===== src/hw/rtl/veb_pkg.sv =====
// ----------------------------------------------------------------------------
// veb_pkg
// Shared constants, codes and the memory request bundle of the key set.
// ----------------------------------------------------------------------------
package veb_pkg;

    localparam int UNIV_BITS = 16;
    localparam int KEY_W     = UNIV_BITS;
    localparam int WORD_W    = 64;
    localparam int BIT_W     = 6;
    localparam int LEAF_AW   = UNIV_BITS - BIT_W;
    localparam int MID_AW    = UNIV_BITS - 2 * BIT_W;
    localparam int TOP_W     = 1 << MID_AW;
    localparam int TOP_IW    = MID_AW;
    localparam int LEAF_WORDS = 1 << LEAF_AW;
    localparam int MID_WORDS  = 1 << MID_AW;
    localparam int NSEL_W    = 5;

    localparam logic       OP_INSERT = 1'b0;
    localparam logic       OP_SUCC   = 1'b1;

    localparam logic [1:0] ST_OK    = 2'd0;
    localparam logic [1:0] ST_RANGE = 2'd1;
    localparam logic [1:0] ST_NONE  = 2'd2;

    localparam logic [NSEL_W-1:0] N_RESET = 5'd16;
    localparam logic [NSEL_W-1:0] N_MIN   = 5'd1;
    localparam logic [NSEL_W-1:0] N_MAX   = 5'd16;

    typedef struct packed {
        logic                 leaf_rd;
        logic                 leaf_wr;
        logic [LEAF_AW-1:0]   leaf_addr;
        logic [WORD_W-1:0]    leaf_wdata;
        logic                 mid_rd;
        logic                 mid_wr;
        logic [MID_AW-1:0]    mid_addr;
        logic [WORD_W-1:0]    mid_wdata;
        logic                 top_wr;
        logic [TOP_W-1:0]     top_wdata;
    } mem_req_t;

endpackage


===== src/hw/rtl/veb_regs.sv =====
// ----------------------------------------------------------------------------
// veb_regs
// APB register port holding universe_log2; gives the clamped universe_log2.
// ----------------------------------------------------------------------------
module veb_regs
    import veb_pkg::*;
(
    input  logic              clk,
    input  logic              rst_n,
    input  logic              psel,
    input  logic              penable,
    input  logic              pwrite,
    input  logic [2:0]        paddr,
    input  logic [31:0]       pwdata,
    output logic [31:0]       prdata,
    output logic              pready,
    output logic [NSEL_W-1:0] n_eff
);

    localparam logic [2:0] ADDR_ULOG2 = 3'd0;

    logic [NSEL_W-1:0] n_reg;
    logic              wr_en;

    assign pready = 1'b1;
    assign wr_en  = psel && penable && pwrite && pready && (paddr == ADDR_ULOG2);

    always_ff @(posedge clk or negedge rst_n)
    begin
        if (!rst_n)
        begin
            n_reg <= N_RESET;
        end
        else if (wr_en)
        begin
            n_reg <= pwdata[NSEL_W-1:0];
        end
    end

    assign prdata = (paddr == ADDR_ULOG2) ? {{(32 - NSEL_W){1'b0}}, n_reg} : 32'd0;

    always_comb
    begin
        if (n_reg < N_MIN)
        begin
            n_eff = N_MIN;
        end
        else if (n_reg > N_MAX)
        begin
            n_eff = N_MAX;
        end
        else
        begin
            n_eff = n_reg;
        end
    end

endmodule


===== config.mk =====
export PLATFORM = sky130hd
export DESIGN_NAME = veb_regs
export DESIGN_NICKNAME = d
export VERILOG_FILES = /design/src/hw/rtl/veb_pkg.sv /design/src/hw/rtl/veb_regs.sv
export SDC_FILE = /design/constraint.sdc
export NUM_CORES = 1
export LEC_CHECK = 0
export BUFFER_PORTS_ARGS = -buffer_cell sky130_fd_sc_hd__buf_2
export CORE_UTILIZATION = 29
export CTS_CLUSTER_SIZE = 25
export DETAILED_ROUTE_END_ITERATION = 10
export PLACE_DENSITY_LB_ADDON = 0.12
export SLEW_MARGIN = 20
export SYNTH_ARGS = -nofsm -noshare
export SYNTH_HDL_FRONTEND = slang
export SYNTH_SLANG_ARGS = --single-unit
export TNS_END_PERCENT = 30

===== constraint.sdc =====
create_clock -name clk -period 1.1 [get_ports clk]
set_input_delay 0.165 -clock clk [delete_from_list [all_inputs] [get_ports clk]]
set_output_delay 0.165 -clock clk [all_outputs]
set_load 0.02 [all_outputs]

==> out/metrics.csv <==
metric,value,unit
status,"complete, but fails checks",
failed_checks,negative setup slack,
tns,-0.687,ns
cts_sinks,5,
timing.rr.start,n_reg[3],
track_usage,8.47,%
worstHoldStart,pwdata[1],
synth_top_area_cell,buf_4,
portBuffers,22,
grt_pass1_vias,271,
synth_top_area_share,40.3,%
drt_iter0_markers,3,
finalSetupViolCount,10,
die_h,44.4,um
min_to,n_reg[1],
reg2reg_depth,3,
postRouteAntennaNets,0,
start_kind,flop,
r2r_end,n_reg[3],
p_clk_share,24.0,%
gp_congestion,0.656,
clockRootBuffer,clkbuf_4,
power_frac_comb,44.6,%
path_max_fanout,7,
rsz0062_at_grt,yes,
pwr_density_cell,1320,nW/um2
grt_pass1_wl,1170,um
firstDrtPassIters,2,
p_leak,0.374,nW
finalCritPeriodShare,112,%
largest_register_ffs,5,
drive_above_1_share,51.8,%
worstSetupPathType,reg2out,
grt.met3_usage,2.86,%
ys_seq_area_share,24.2,%
hold_violations,0,
endpoint_kind,primary output,
vias,340,
coreArea,1590,um2
clk_latency,0.23,ns
hold_class,in2reg,
clkTransAtPathRegs,0.04,ns
min_path_cells,2,
final_util,40.2,%
layout_common_cells,"conb_1, buf_2, mux2_4, buf_4, dfrtp_1",
layout.area.seq,126,um2
fin_nets,124,
routedWlPerCell,7.02,um
p_sw,0.000319,W
yosysWarningCount,0,
pwr-share-seq,31.4,%
numCtsBuffers,3,
synth.top_cells.by_area,"buf_4, dfrtp_1, mux2_4",
rows,14,
die_area,1970,um2
fillerInstances,169,
finalCriticalPeriod,1.24,ns
die_w,44.4,um
fin_ws,-0.136,ns
p_sw_share,37.6,%
via_per_inst,3.18,
drc,0,
crit_required,0.94,ns
synthToLayoutAreaGrowth,22.8,%
synthCells,55,
synth_area,522,um2
overflow,0,
diodes,0,
finalPower,0.000848,W
p_int,0.000529,W
grt_max_degree,8,
fmax,809,MHz
vdd.ir_drop.worst,0.537,mV
busiest_layer,met2,
rrSetupSlack,0.09,ns
cts_buffer_depth,2,
syn_area_per_cell,9.49,um2
wirelength,751,um
htreeDepth,1,
finalClockSkew,0,ns
final_common_cell,conb_1,
slew_violations,0,
ys_seq_elements,5,
pre_cts_slack,-0.137,ns
cts_tree,built,
io_pins,78,
gr-usage-met1,10.1,%
antenna_found_initial,0,
met2_usage,12.9,%
maxCapViolCount,0,
cp.arrival,1.07,ns
initial_core_util,32.7,%
hpwl,644,um
ys_types,13,
multi_input_area,282,um2
stage by stage:
step                      std cells  instance area (um2)  hold WS, ns
after floorplan                  81                  626       -0.131
after global placement          100                  563      -0.0175
after detailed placement        100                  563      -0.0108
after CTS                       107                  639        0.147
after global routing            107                  641        0.140
final                           107                  641        0.157
timing repair:
action	in CTS	in global routing
resized for setup	8	1
endpoints found under the setup margin	10	10
hold buffers	1	0
endpoints found under the hold margin	5	0
pin swaps	0	1
setup buffers	2	0
per-layer routing:
layer | part of all wire, % | wire length, um | vias up
li1 | - | - | 169
met1 | 41 | 308 | 141
met2 | 45 | 337 | 30
met3 | 14 | 104 | 0
met4 | 0 | 0 | 0
met5 | 0 | 0 | -
cell usage after synthesis, drive strengths merged:
cell     n
and4     1
buf     29
nor2     2
nor3     2
clkbuf   1
dfrtp    4
conb     2
nor2b    3
mux2     5
and2     5
dfstp    1
cells by family (layout without fill, tap and decap cells):
logic type	Yosys count	count (layout)	synth area share (%)
mux	5	5	14.4
buf+inv	30	32	43.2
simple gates	13	13	16.8
flops	5	5	24.2
other cells	2	28	1.44
area by class of cell:
type,instances,share of cell area [%]
clock buffers,4,4.10
multi-input cells,46,43.9
flip-flops and latches,5,19.7
well taps,24,4.69
repair buffers,28,27.5
critical path, cell delays in order, from the launching register on:
cell and delay, ns:
dfstp_2 0.57, and2_4 0.15, buf_6 0.11
power by group through the flow:
stage / Sequential [W] / Clock [W] / Combinational [W]
2_1_floorplan: 0.000255 / 0 / 0.000322
3_3_place_gp: 0.000266 / 0 / 0.000332
3_5_place_dp: 0.000266 / 0 / 0.000333
4_1_cts: 0.000268 / 0.000217 / 0.000377
5_1_grt: 0.000277 / 0.000230 / 0.000406
6_report: 0.000266 / 0.000204 / 0.000378
how the worst max path moves through the flow:
stage / slack [ns] / cells after the start / end / start
after global placement: -0.15 / 5 / n_reg[3] / paddr[1]
after detailed placement: -0.14 / 5 / n_reg[0] / paddr[1]
after global routing: -0.24 / 4 / n_eff[0] / n_reg[1]
after floorplan: -0.004 / 4 / n_reg[0] / paddr[1]
final: -0.14 / 2 / prdata[4] / n_reg[4]
after CTS: -0.15 / 2 / prdata[4] / n_reg[4]
Power figures use the tool's default switching activity.
