[src/hw/rtl/veb_pkg.sv]
// ----------------------------------------------------------------------------
// veb_pkg
// Shared constants, codes and the memory request bundle of the key set.
// ----------------------------------------------------------------------------
package veb_pkg;

    localparam int UNIV_BITS = 16;
    localparam int KEY_W     = UNIV_BITS;
    localparam int WORD_W    = 64;
    localparam int BIT_W     = 6;
    localparam int LEAF_AW   = UNIV_BITS - BIT_W;
    localparam int MID_AW    = UNIV_BITS - 2 * BIT_W;
    localparam int TOP_W     = 1 << MID_AW;
    localparam int TOP_IW    = MID_AW;
    localparam int LEAF_WORDS = 1 << LEAF_AW;
    localparam int MID_WORDS  = 1 << MID_AW;
    localparam int NSEL_W    = 5;

    localparam logic       OP_INSERT = 1'b0;
    localparam logic       OP_SUCC   = 1'b1;

    localparam logic [1:0] ST_OK    = 2'd0;
    localparam logic [1:0] ST_RANGE = 2'd1;
    localparam logic [1:0] ST_NONE  = 2'd2;

    localparam logic [NSEL_W-1:0] N_RESET = 5'd16;
    localparam logic [NSEL_W-1:0] N_MIN   = 5'd1;
    localparam logic [NSEL_W-1:0] N_MAX   = 5'd16;

    typedef struct packed {
        logic                 leaf_rd;
        logic                 leaf_wr;
        logic [LEAF_AW-1:0]   leaf_addr;
        logic [WORD_W-1:0]    leaf_wdata;
        logic                 mid_rd;
        logic                 mid_wr;
        logic [MID_AW-1:0]    mid_addr;
        logic [WORD_W-1:0]    mid_wdata;
        logic                 top_wr;
        logic [TOP_W-1:0]     top_wdata;
    } mem_req_t;

endpackage

[src/hw/rtl/veb_ctrl.sv]
// ----------------------------------------------------------------------------
// veb_ctrl
// Request sequencer: insert read-modify-write and the successor walk over
// leaf, middle and top bitmaps.
// ----------------------------------------------------------------------------
module veb_ctrl
    import veb_pkg::*;
(
    input  logic              clk,
    input  logic              rst_n,
    input  logic              in_valid,
    output logic              in_ready,
    input  logic              opcode,
    input  logic signed [16:0] search_key,
    input  logic [NSEL_W-1:0] n_eff,
    input  logic              store_busy,
    input  logic [WORD_W-1:0] leaf_q,
    input  logic [WORD_W-1:0] mid_q,
    input  logic [TOP_W-1:0]  top_q,
    output mem_req_t          req,
    output logic              res_valid,
    input  logic              res_ready,
    output logic [1:0]        res_status,
    output logic [KEY_W-1:0]  res_key
);

    typedef enum logic [2:0] {
        S_IDLE,
        S_INS,
        S_QLEAF,
        S_QMID,
        S_QMID2,
        S_QLEAF2,
        S_DONE
    } state_t;

    state_t             state_reg, state_next;
    logic [KEY_W-1:0]   s_reg, s_next;
    logic [LEAF_AW-1:0] lf_reg, lf_next;
    logic [MID_AW-1:0]  mw_reg, mw_next;
    logic [1:0]         status_reg, status_next;
    logic [KEY_W-1:0]   found_reg, found_next;

    logic [16:0]        qs;
    logic               ins_bad;
    logic               qry_bad;
    logic [WORD_W-1:0]  leaf_m;
    logic [WORD_W-1:0]  mid_m;
    logic [TOP_W-1:0]   top_m;
    logic [LEAF_AW:0]   nl;
    logic [MID_AW:0]    nm;
    logic [KEY_W-1:0]   cand;

    function automatic logic [BIT_W-1:0] low_word(input logic [WORD_W-1:0] x);
        logic [BIT_W-1:0] idx;
        idx = '0;
        for (int i = WORD_W - 1; i >= 0; i--)
        begin
            if (x[i])
            begin
                idx = i[BIT_W-1:0];
            end
        end
        return idx;
    endfunction

    function automatic logic [TOP_IW-1:0] low_top(input logic [TOP_W-1:0] x);
        logic [TOP_IW-1:0] idx;
        idx = '0;
        for (int i = TOP_W - 1; i >= 0; i--)
        begin
            if (x[i])
            begin
                idx = i[TOP_IW-1:0];
            end
        end
        return idx;
    endfunction

    assign qs      = $unsigned(search_key) + 17'd1;
    assign ins_bad = search_key[16] || (({1'b0, search_key[KEY_W-1:0]} >> n_eff) != '0);
    assign qry_bad = (search_key[16] && !(&search_key)) || ((qs >> n_eff) != '0);
    assign leaf_m  = leaf_q & ({WORD_W{1'b1}} << s_reg[BIT_W-1:0]);
    assign mid_m   = mid_q & ({WORD_W{1'b1}} << lf_reg[BIT_W-1:0]);
    assign nl      = {1'b0, s_reg[KEY_W-1:BIT_W]} + 1'b1;
    assign nm      = {1'b0, lf_reg[LEAF_AW-1:BIT_W]} + 1'b1;
    assign top_m   = top_q & ({TOP_W{1'b1}} << nm[MID_AW-1:0]);

    always_comb
    begin
        state_next  = state_reg;
        s_next      = s_reg;
        lf_next     = lf_reg;
        mw_next     = mw_reg;
        status_next = status_reg;
        found_next  = found_reg;
        req         = '0;
        in_ready    = 1'b0;
        res_valid   = 1'b0;
        cand        = '0;

        unique case (state_reg)
            S_IDLE:
            begin
                in_ready = !store_busy;
                if (in_valid && in_ready)
                begin
                    status_next = ST_OK;
                    found_next  = '0;
                    s_next      = search_key[KEY_W-1:0];
                    if (opcode == OP_INSERT)
                    begin
                        if (ins_bad)
                        begin
                            status_next = ST_RANGE;
                            state_next  = S_DONE;
                        end
                        else
                        begin
                            req.leaf_rd   = 1'b1;
                            req.leaf_addr = search_key[KEY_W-1:BIT_W];
                            req.mid_rd    = 1'b1;
                            req.mid_addr  = search_key[KEY_W-1:2*BIT_W];
                            state_next    = S_INS;
                        end
                    end
                    else
                    begin
                        s_next = qs[KEY_W-1:0];
                        if (qry_bad)
                        begin
                            status_next = ST_NONE;
                            state_next  = S_DONE;
                        end
                        else
                        begin
                            req.leaf_rd   = 1'b1;
                            req.leaf_addr = qs[KEY_W-1:BIT_W];
                            state_next    = S_QLEAF;
                        end
                    end
                end
            end

            S_INS:
            begin
                req.leaf_wr    = 1'b1;
                req.leaf_addr  = s_reg[KEY_W-1:BIT_W];
                req.leaf_wdata = leaf_q | ({{(WORD_W-1){1'b0}}, 1'b1} << s_reg[BIT_W-1:0]);
                req.mid_wr     = 1'b1;
                req.mid_addr   = s_reg[KEY_W-1:2*BIT_W];
                req.mid_wdata  = mid_q
                               | ({{(WORD_W-1){1'b0}}, 1'b1} << s_reg[2*BIT_W-1:BIT_W]);
                req.top_wr     = 1'b1;
                req.top_wdata  = top_q
                               | ({{(TOP_W-1){1'b0}}, 1'b1} << s_reg[KEY_W-1:2*BIT_W]);
                state_next     = S_DONE;
            end

            S_QLEAF:
            begin
                state_next = S_DONE;
                if (leaf_m != '0)
                begin
                    cand = {s_reg[KEY_W-1:BIT_W], low_word(leaf_m)};
                    if (({1'b0, cand} >> n_eff) == '0)
                    begin
                        found_next = cand;
                    end
                    else
                    begin
                        status_next = ST_NONE;
                    end
                end
                else if (nl[LEAF_AW])
                begin
                    status_next = ST_NONE;
                end
                else
                begin
                    req.mid_rd   = 1'b1;
                    req.mid_addr = nl[LEAF_AW-1:BIT_W];
                    lf_next      = nl[LEAF_AW-1:0];
                    state_next   = S_QMID;
                end
            end

            S_QMID:
            begin
                if (mid_m != '0)
                begin
                    lf_next       = {lf_reg[LEAF_AW-1:BIT_W], low_word(mid_m)};
                    req.leaf_rd   = 1'b1;
                    req.leaf_addr = lf_next;
                    state_next    = S_QLEAF2;
                end
                else if (nm[MID_AW] || (top_m == '0))
                begin
                    status_next = ST_NONE;
                    state_next  = S_DONE;
                end
                else
                begin
                    mw_next      = low_top(top_m);
                    req.mid_rd   = 1'b1;
                    req.mid_addr = mw_next;
                    state_next   = S_QMID2;
                end
            end

            S_QMID2:
            begin
                if (mid_q == '0)
                begin
                    status_next = ST_NONE;
                    state_next  = S_DONE;
                end
                else
                begin
                    lf_next       = {mw_reg, low_word(mid_q)};
                    req.leaf_rd   = 1'b1;
                    req.leaf_addr = lf_next;
                    state_next    = S_QLEAF2;
                end
            end

            S_QLEAF2:
            begin
                state_next = S_DONE;
                cand       = {lf_reg, low_word(leaf_q)};
                if ((leaf_q != '0) && (({1'b0, cand} >> n_eff) == '0))
                begin
                    found_next = cand;
                end
                else
                begin
                    status_next = ST_NONE;
                end
            end

            S_DONE:
            begin
                res_valid = 1'b1;
                if (res_ready)
                begin
                    state_next = S_IDLE;
                end
            end

            default:
            begin
                state_next = S_IDLE;
            end
        endcase
    end

    always_ff @(posedge clk or negedge rst_n)
    begin
        if (!rst_n)
        begin
            state_reg  <= S_IDLE;
            s_reg      <= '0;
            lf_reg     <= '0;
            mw_reg     <= '0;
            status_reg <= ST_OK;
            found_reg  <= '0;
        end
        else
        begin
            state_reg  <= state_next;
            s_reg      <= s_next;
            lf_reg     <= lf_next;
            mw_reg     <= mw_next;
            status_reg <= status_next;
            found_reg  <= found_next;
        end
    end

    assign res_status = status_reg;
    assign res_key    = found_reg;

endmodule

[config.mk]
export PLATFORM = sky130hd
export DESIGN_NAME = veb_ctrl
export DESIGN_NICKNAME = d
export VERILOG_FILES = /design/src/hw/rtl/veb_pkg.sv /design/src/hw/rtl/veb_ctrl.sv
export SDC_FILE = /design/constraint.sdc
export NUM_CORES = 1
export LEC_CHECK = 0
export ABC_AREA = 1
export BUFFER_PORTS_ARGS = -buffer_cell sky130_fd_sc_hd__clkbuf_2
export CAP_MARGIN = 20
export CORE_MARGIN = 8
export CORE_UTILIZATION = 25
export CTS_BUF_LIST = sky130_fd_sc_hd__clkbuf_4 sky130_fd_sc_hd__clkbuf_8 sky130_fd_sc_hd__clkbuf_16
export CTS_CLUSTER_DIAMETER = 30
export DETAILED_ROUTE_END_ITERATION = 6
export SYNTH_ARGS = -nofsm -noshare
export SYNTH_HDL_FRONTEND = slang
export SYNTH_SLANG_ARGS = --single-unit
[constraint.sdc]
create_clock -name clk -period 6.15 [get_ports clk]
set_input_delay 0.9225 -clock clk [delete_from_list [all_inputs] [get_ports clk]]
set_output_delay 0.9225 -clock clk [all_outputs]
set_load 0.02 [all_outputs]
==> results.json, run 1 <==
{
  "grt.busiest_layer": "met2",
  "path_class": "in -> out",
  "first_global_vias": 15700,
  "multi_input_area_mm2": 0.00842,
  "synth_edf_count": 0,
  "drc": 2,
  "track_usage_pct": 22.4,
  "muxShareOfSynthArea_pct": 0.0889,
  "die_w_um": 228,
  "grt_start_max_net_pins": 142,
  "clkSlewWorstSetupHoldPaths_ns": 0.06,
  "powerDensity_mw_per_mm2": 407,
  "synth_seq_cells": 51,
  "routed_wl_um": 62500,
  "die_h_um": 228,
  "cp.arrival_ns": 5.02,
  "gr-total-overflow": 0,
  "min_period_over_period_pct": 96.6,
  "synth_cells": 2257,
  "layout_setup_ws_ns": 0.212,
  "yosysTopAreaCell": "nand2_1",
  "grt_pass1_wl_um": 93600,
  "whs_endpoint": "res_key[3]",
  "r2r_slack_ns": 0.85,
  "synth_nets": 2441,
  "cts_buffers": 5,
  "start_kind": "input port",
  "synth_top_family_by_area": "simple AND/OR/NAND/NOR gates",
  "drt_pass1_iterations": 7,
  "max_freq_ghz": 0.168,
  "synth_xor_area_share_pct": 1.01,
  "initial_core_util_pct": 25.4,
  "cts_tree": "built",
  "synth_ff_type": "dfrtp_1",
  "finalSetupViolCount": 0,
  "coreArea_mm2": 0.0443,
  "gp_congestion": 0.997,
  "critical_path.max_stage_delay_ns": 0.17,
  "yosys.area.top_type_share_pct": 21.9,
  "io_buffers": 354,
  "synth_cell_types": 48,
  "crit_path_frequent_cell": "nand2_1",
  "ant_nets": 0,
  "wl_per_cell_um": 19.8,
  "ff2ff_path_depth": 72,
  "ys_seq_area_share_pct": 11.3,
  "r2r-start": "s_reg[2]",
  "syn_avg_cell_area_um2": 4.99,
  "syn2layout_area_growth_pct": 23.9,
  "num_vias": 16900,
  "ir_drop_mv": 0.185,
  "yosys_warnings": 0,
  "htreeDepth": 2,
  "min_path_cells": 2,
  "antennaDiodeCount": 0,
  "met2_usage_pct": 36.9,
  "synth_compound_area_share_pct": 26.5,
  "cp_slowest_cell": "o22ai_2",
  "setup_tns_ns": 0,
  "antenna_found_initial": 0,
  "min_path_type": "reg -> reg",
  "p_total_mw": 5.67,
  "violations": "design-rule violations",
  "globalRouteMet1Util_pct": 30.2,
  "clkSinkCount": 51,
  "critPathCaptureType": "output port",
  "cts_root_buf": "clkbuf_16",
  "synth_area_mm2": 0.0113,
  "n_fill_cell": 5279,
  "finalHoldViolations": 0,
  "drt_iter0_drc": 2164,
  "die_area_mm2": 0.0521,
  "synth_fa_ha_area_share_pct": 1.33,
  "tightest_slew_ns": 1.22,
  "fin_crit_ns": 5.94,
  "viasPerCell": 5.33,
  "seqCellArea_mm2": 0.00128,
  "status": "finished, violations left",
  "rows": 77,
  "critPathRequiredTime_ns": 5.23,
  "slew_viol_final": 0,
  "pin_count": 355,
  "ys_top_cells_by_area": "nand2_1 22%, dfrtp_1 11%, inv_1 11%",
  "place_area_mm2": 0.0137,
  "layoutNonFillerInstCount": 3160,
  "dp.cells": 3151,
  "p_leak_nw": 7.37,
  "synthSimpleGateAreaFrac_pct": 45.4,
  "drive_above_1_share_pct": 17.7,
  "min_from": "res_key[3]",
  "dpl_worst_slack_ns": 0.124,
  "hpwl_um": 51800,
  "rsz0062_at_grt": "yes",
  "use_met3_pct": 3.52,
  "maxSlewHeadroom_pct": 17.8,
  "cts_buffer_depth": 2,
  "final_area_mm2": 0.0139,
  "hold_buffers": 0,
  "path_max_fanout": 2,
  "worstSkewPairLatency_ns": 0.31,
  "r2r-end": "res_key[5]",
  "fin_worst_skew_ns": 0.0115,
  "nets": 2753,
  "cap_violations": 0,
  "synth_async_sr_flop_share_pct": 100
}
[where the power goes]
part	internal, mW	total [mW]	switching [mW]
registers	0.475	0.683	0.208
logic	1.33	4.71	3.38
clock network	0.147	0.280	0.133
total	1.95	5.67	3.72
[cells in the final DEF, fill, tap and decap left out, types with 24 or more instances in the layout]
| cell type | n |
|---|---|
| nand2_1 | 655 |
| a31oi_1 | 35 |
| nor2_1 | 285 |
| o22ai_1 | 30 |
| dfrtp_1 | 45 |
| a21oi_1 | 198 |
| o21ai_0 | 156 |
| nand3_1 | 160 |
| inv_1 | 316 |
| buf_4 | 39 |
| nor3_1 | 69 |
| clkbuf_2 | 353 |
| nand4_1 | 24 |
[cell families (layout without fill, tap and decap cells)]
| group | after synthesis | after routing |
|---|---|---|
| fa+ha+maj | 12 | 12 |
| mux | 1 | 1 |
| simple gates | 1237 | 1237 |
| compound gates | 523 | 523 |
| xor+xnor | 13 | 13 |
| buf+inv | 420 | 731 |
| flops | 51 | 51 |
[cell usage after synthesis (9+ instances only)]
master	n
a21oi_1	199
a31oi_1	35
buf_1	13
clkbuf_1	67
dfrtp_1	51
ha_1	12
inv_1	318
nand2_1	657
nand2_2	15
nand3_1	160
nand4_1	24
nor2_1	289
nor3_1	69
nor4_1	9
o211ai_1	12
o21ai_0	166
o21bai_1	11
o22ai_1	31
o31ai_1	11
xor2_1	13
[worst max-delay path by stage]
stage	to	startpoint	slack, ns
after global placement	req[151]	mid_q[62]	0.13
final	req[151]	mid_q[63]	0.21
after floorplan	req[151]	mid_q[62]	0.97
after global routing	req[151]	lf_reg[3]	-0.52
after detailed placement	req[151]	mid_q[63]	0.12
after CTS	req[151]	lf_reg[2]	0.05
[repair_timing]
| item | CTS | global route |
|---|---|---|
| setup endpoints to repair | 0 | 20 |
| resized for setup | 0 | 36 |
| setup buffers | 0 | 3 |
[final cells by class]
cell class,instances,share of cell area (%)
Tap cell,592,5.31
Multi-Input combinational cell,1786,60.4
Timing Repair Buffer,397,15.3
Clock inverter,1,0.0538
Sequential cell,51,9.20
Inverter,328,8.86
Clock buffer,5,0.897
[per-stage QoR]
step | hold WS [ns] | utilization, %
CTS | 0.477 | 31.2
global route | 0.498 | 31.5
global placement | 0.457 | 30.9
detailed placement | 0.461 | 30.9
finish | 0.471 | 31.5
floorplan | 0.487 | -
[routing by layer]
layer	share of wire [%]	vias up
met5	0	-
met4	2.7	0
li1	-	8034
met3	9.4	116
met1	43	7740
met2	45	961
[worst max-delay path, delay by kind of cell]
kind	cells	cell delay (ns)
compound gates	16	1.87
simple gates	34	1.73
buf+inv	5	0.48
Note: power is estimated with default switching activity, not from simulation.
==> inputs of run 2 (changes only) <==
--- a/config.mk
+++ b/config.mk
@@ -9,10 +9,11 @@
 export BUFFER_PORTS_ARGS = -buffer_cell sky130_fd_sc_hd__clkbuf_2
 export CAP_MARGIN = 20
 export CORE_MARGIN = 8
-export CORE_UTILIZATION = 25
+export CORE_UTILIZATION = 45
 export CTS_BUF_LIST = sky130_fd_sc_hd__clkbuf_4 sky130_fd_sc_hd__clkbuf_8 sky130_fd_sc_hd__clkbuf_16
 export CTS_CLUSTER_DIAMETER = 30
 export DETAILED_ROUTE_END_ITERATION = 6
+export PLACE_DENSITY = 0.72
 export SYNTH_ARGS = -nofsm -noshare
 export SYNTH_HDL_FRONTEND = slang
 export SYNTH_SLANG_ARGS = --single-unit
==> constraint.sdc (replaced) <==
create_clock -name clk -period 5.9 [get_ports clk]
set_input_delay 0.885 -clock clk [delete_from_list [all_inputs] [get_ports clk]]
set_output_delay 0.885 -clock clk [all_outputs]
set_load 0.02 [all_outputs]
==> results.json, run 2 (synthesis results as in run 1) <==
{
  "hpwl_um": 48400,
  "drt_pass1_iterations": 7,
  "final_util_pct": 57.3,
  "cp.arrival_ns": 4.77,
  "p_leak_nw": 7.61,
  "critical_path.max_stage_delay_ns": 0.48,
  "viasPerCell": 5.99,
  "syn2layout_area_growth_pct": 26.7,
  "final_common_cell": "nand2_1",
  "first_global_vias": 16100,
  "antenna_found_initial": 0,
  "cp_slowest_cell": "dfrtp_2",
  "drc": 0,
  "min_from": "res_key[2]",
  "dpl_worst_slack_ns": -0.00400,
  "cp_num_cells": 61,
  "rows": 58,
  "rsz0062_at_grt": "yes",
  "finalSetupViolCount": 0,
  "critPathRequiredTime_ns": 5.02,
  "tightest_slew_ns": 1.22,
  "start_kind": "flip-flop",
  "cts_tree": "built",
  "powerDensity_mw_per_mm2": 451,
  "grt_pass1_wl_um": 90700,
  "maxSlewHeadroom_pct": 18.1,
  "critPathBufInv": 4,
  "die_h_um": 174,
  "cap_violations": 0,
  "crit_path_frequent_cell": "nand2_1",
  "gr-total-overflow": 0,
  "worstSkewPairLatency_ns": 0.31,
  "switching_share_pct": 64.7,
  "place_area_mm2": 0.0134,
  "coreArea_mm2": 0.0249,
  "nets": 2788,
  "cp-startpoint": "lf_reg[4]",
  "cts_buffer_depth": 2,
  "r2r-start": "s_reg[1]",
  "die_w_um": 174,
  "crit_family": "simple AND/OR/NAND/NOR gates",
  "initial_core_util_pct": 45.2,
  "fin_worst_skew_ns": 0.0119,
  "comb_power_share_pct": 84.1,
  "p_seq_share_pct": 10.9,
  "ant_nets": 0,
  "io_buffers": 354,
  "layout_setup_ws_ns": 0.240,
  "finalHoldViolations": 0,
  "p_total_mw": 6.43,
  "n_fill_cell": 2713,
  "path_class": "reg -> out",
  "drive_above_1_share_pct": 21.0,
  "clkSlewWorstSetupHoldPaths_ns": 0.09,
  "drt_iter0_drc": 2661,
  "r2r-end": "res_key[0]",
  "gp_congestion": 1.06,
  "intPower_mw": 2.27,
  "cts_buffers": 5,
  "clkSinkCount": 51,
  "num_vias": 17600,
  "wl_per_cell_um": 20.7,
  "endpoint": "req[151]",
  "pin_count": 355,
  "track_usage_pct": 37.0,
  "ir_drop_mv": 0.273,
  "layout_common_cells": "631 x nand2_1, 352 x clkbuf_2, 311 x inv_1",
  "final_area_mm2": 0.0143,
  "ff2ff_path_depth": 73,
  "cts_root_buf": "clkbuf_16",
  "min_path_type": "reg -> reg",
  "htreeDepth": 2,
  "antennaDiodeCount": 0,
  "critPathCaptureType": "output port",
  "die_area_mm2": 0.0303,
  "routed_wl_um": 60700,
  "clkPwrFrac_pct": 5.0,
  "r2r_slack_ns": 0.58,
  "status": "finished, final reports clean",
  "slew_viol_final": 0,
  "grt_start_max_net_pins": 73,
  "max_freq_ghz": 0.177,
  "min_period_over_period_pct": 95.9,
  "layoutNonFillerInstCount": 2935,
  "dp.cells": 2898,
  "fin_crit_ns": 5.66,
  "p_sw_mw": 4.16,
  "path_max_fanout": 9
}
[run 2: cell types whose count changed in the layout (fill, tap and decap cells not counted), moves of 13 or more]
cell,change
buf_4,+25
nand2_2,+20
o21ai_0,-14
nand3_2,+13
nand2_1,-24
nand3_1,-17
[run 2: worst register-to-register path, delay by kind of cell, from the launching register on]
family                 cells  cell delay, ns
buffers and inverters      2            0.33
DFF                        1            0.45
and+or+nand+nor           70            4.31
AOI/OAI and AO/OA          1            0.17
[run 2: power by group through the flow]
stage          Combinational, mW  Sequential, mW  Clock [mW]
4_1_cts                     4.80           0.672       0.325
2_1_floorplan               3.17           0.641           0
5_1_grt                     5.80           0.717       0.335
6_report                    5.40           0.699       0.324
3_3_place_gp                4.76           0.677           0
3_5_place_dp                4.78           0.678           0
[run 2: routing by layer]
metal / share of wire [%] / global-route usage [%]
met4: 4.1 / 12.0
met2: 44 / 59.1
met3: 12 / 8.72
met1: 40 / 48.2
met5: 0 / 0
[run 2: what timing repair did]
item	4_1_cts	5_1_grt
pin swaps	0	32
resized for setup	5	119
gates cloned	0	4
hold buffers	0	0
endpoints found under the setup margin	1	24
setup buffers	0	24
[run 2: worst min-delay path by stage]
stage	slack, ns	cells after the start	end
floorplan	0.49	2	mw_reg[2]
global placement	0.46	2	res_key[4]
detailed placement	0.46	2	res_status[0]
CTS	0.48	2	res_key[5]
global route	0.50	2	res_status[0]
finish	0.49	2	res_key[2]
[run 2: final cells by class]
| cell class | count | area [um2] | share of cell area [%] |
|---|---|---|---|
| repair buffers | 430 | 2460 | 17.2 |
| clock buffers | 5 | 125 | 0.878 |
| multi-input cells | 1788 | 8700 | 61.1 |
| well taps | 330 | 413 | 2.90 |
| inverters | 328 | 1240 | 8.73 |
| flip-flops and latches | 51 | 1280 | 9.01 |
| clock inverters | 3 | 27.5 | 0.193 |
[run 2: per-stage QoR]
step | hold slack [ns] | TNS, ns
after floorplan | 0.487 | 0
after global placement | 0.459 | 0
after detailed placement | 0.463 | -0.00400
after CTS | 0.483 | 0
after global routing | 0.502 | -1.52
final | 0.489 | 0
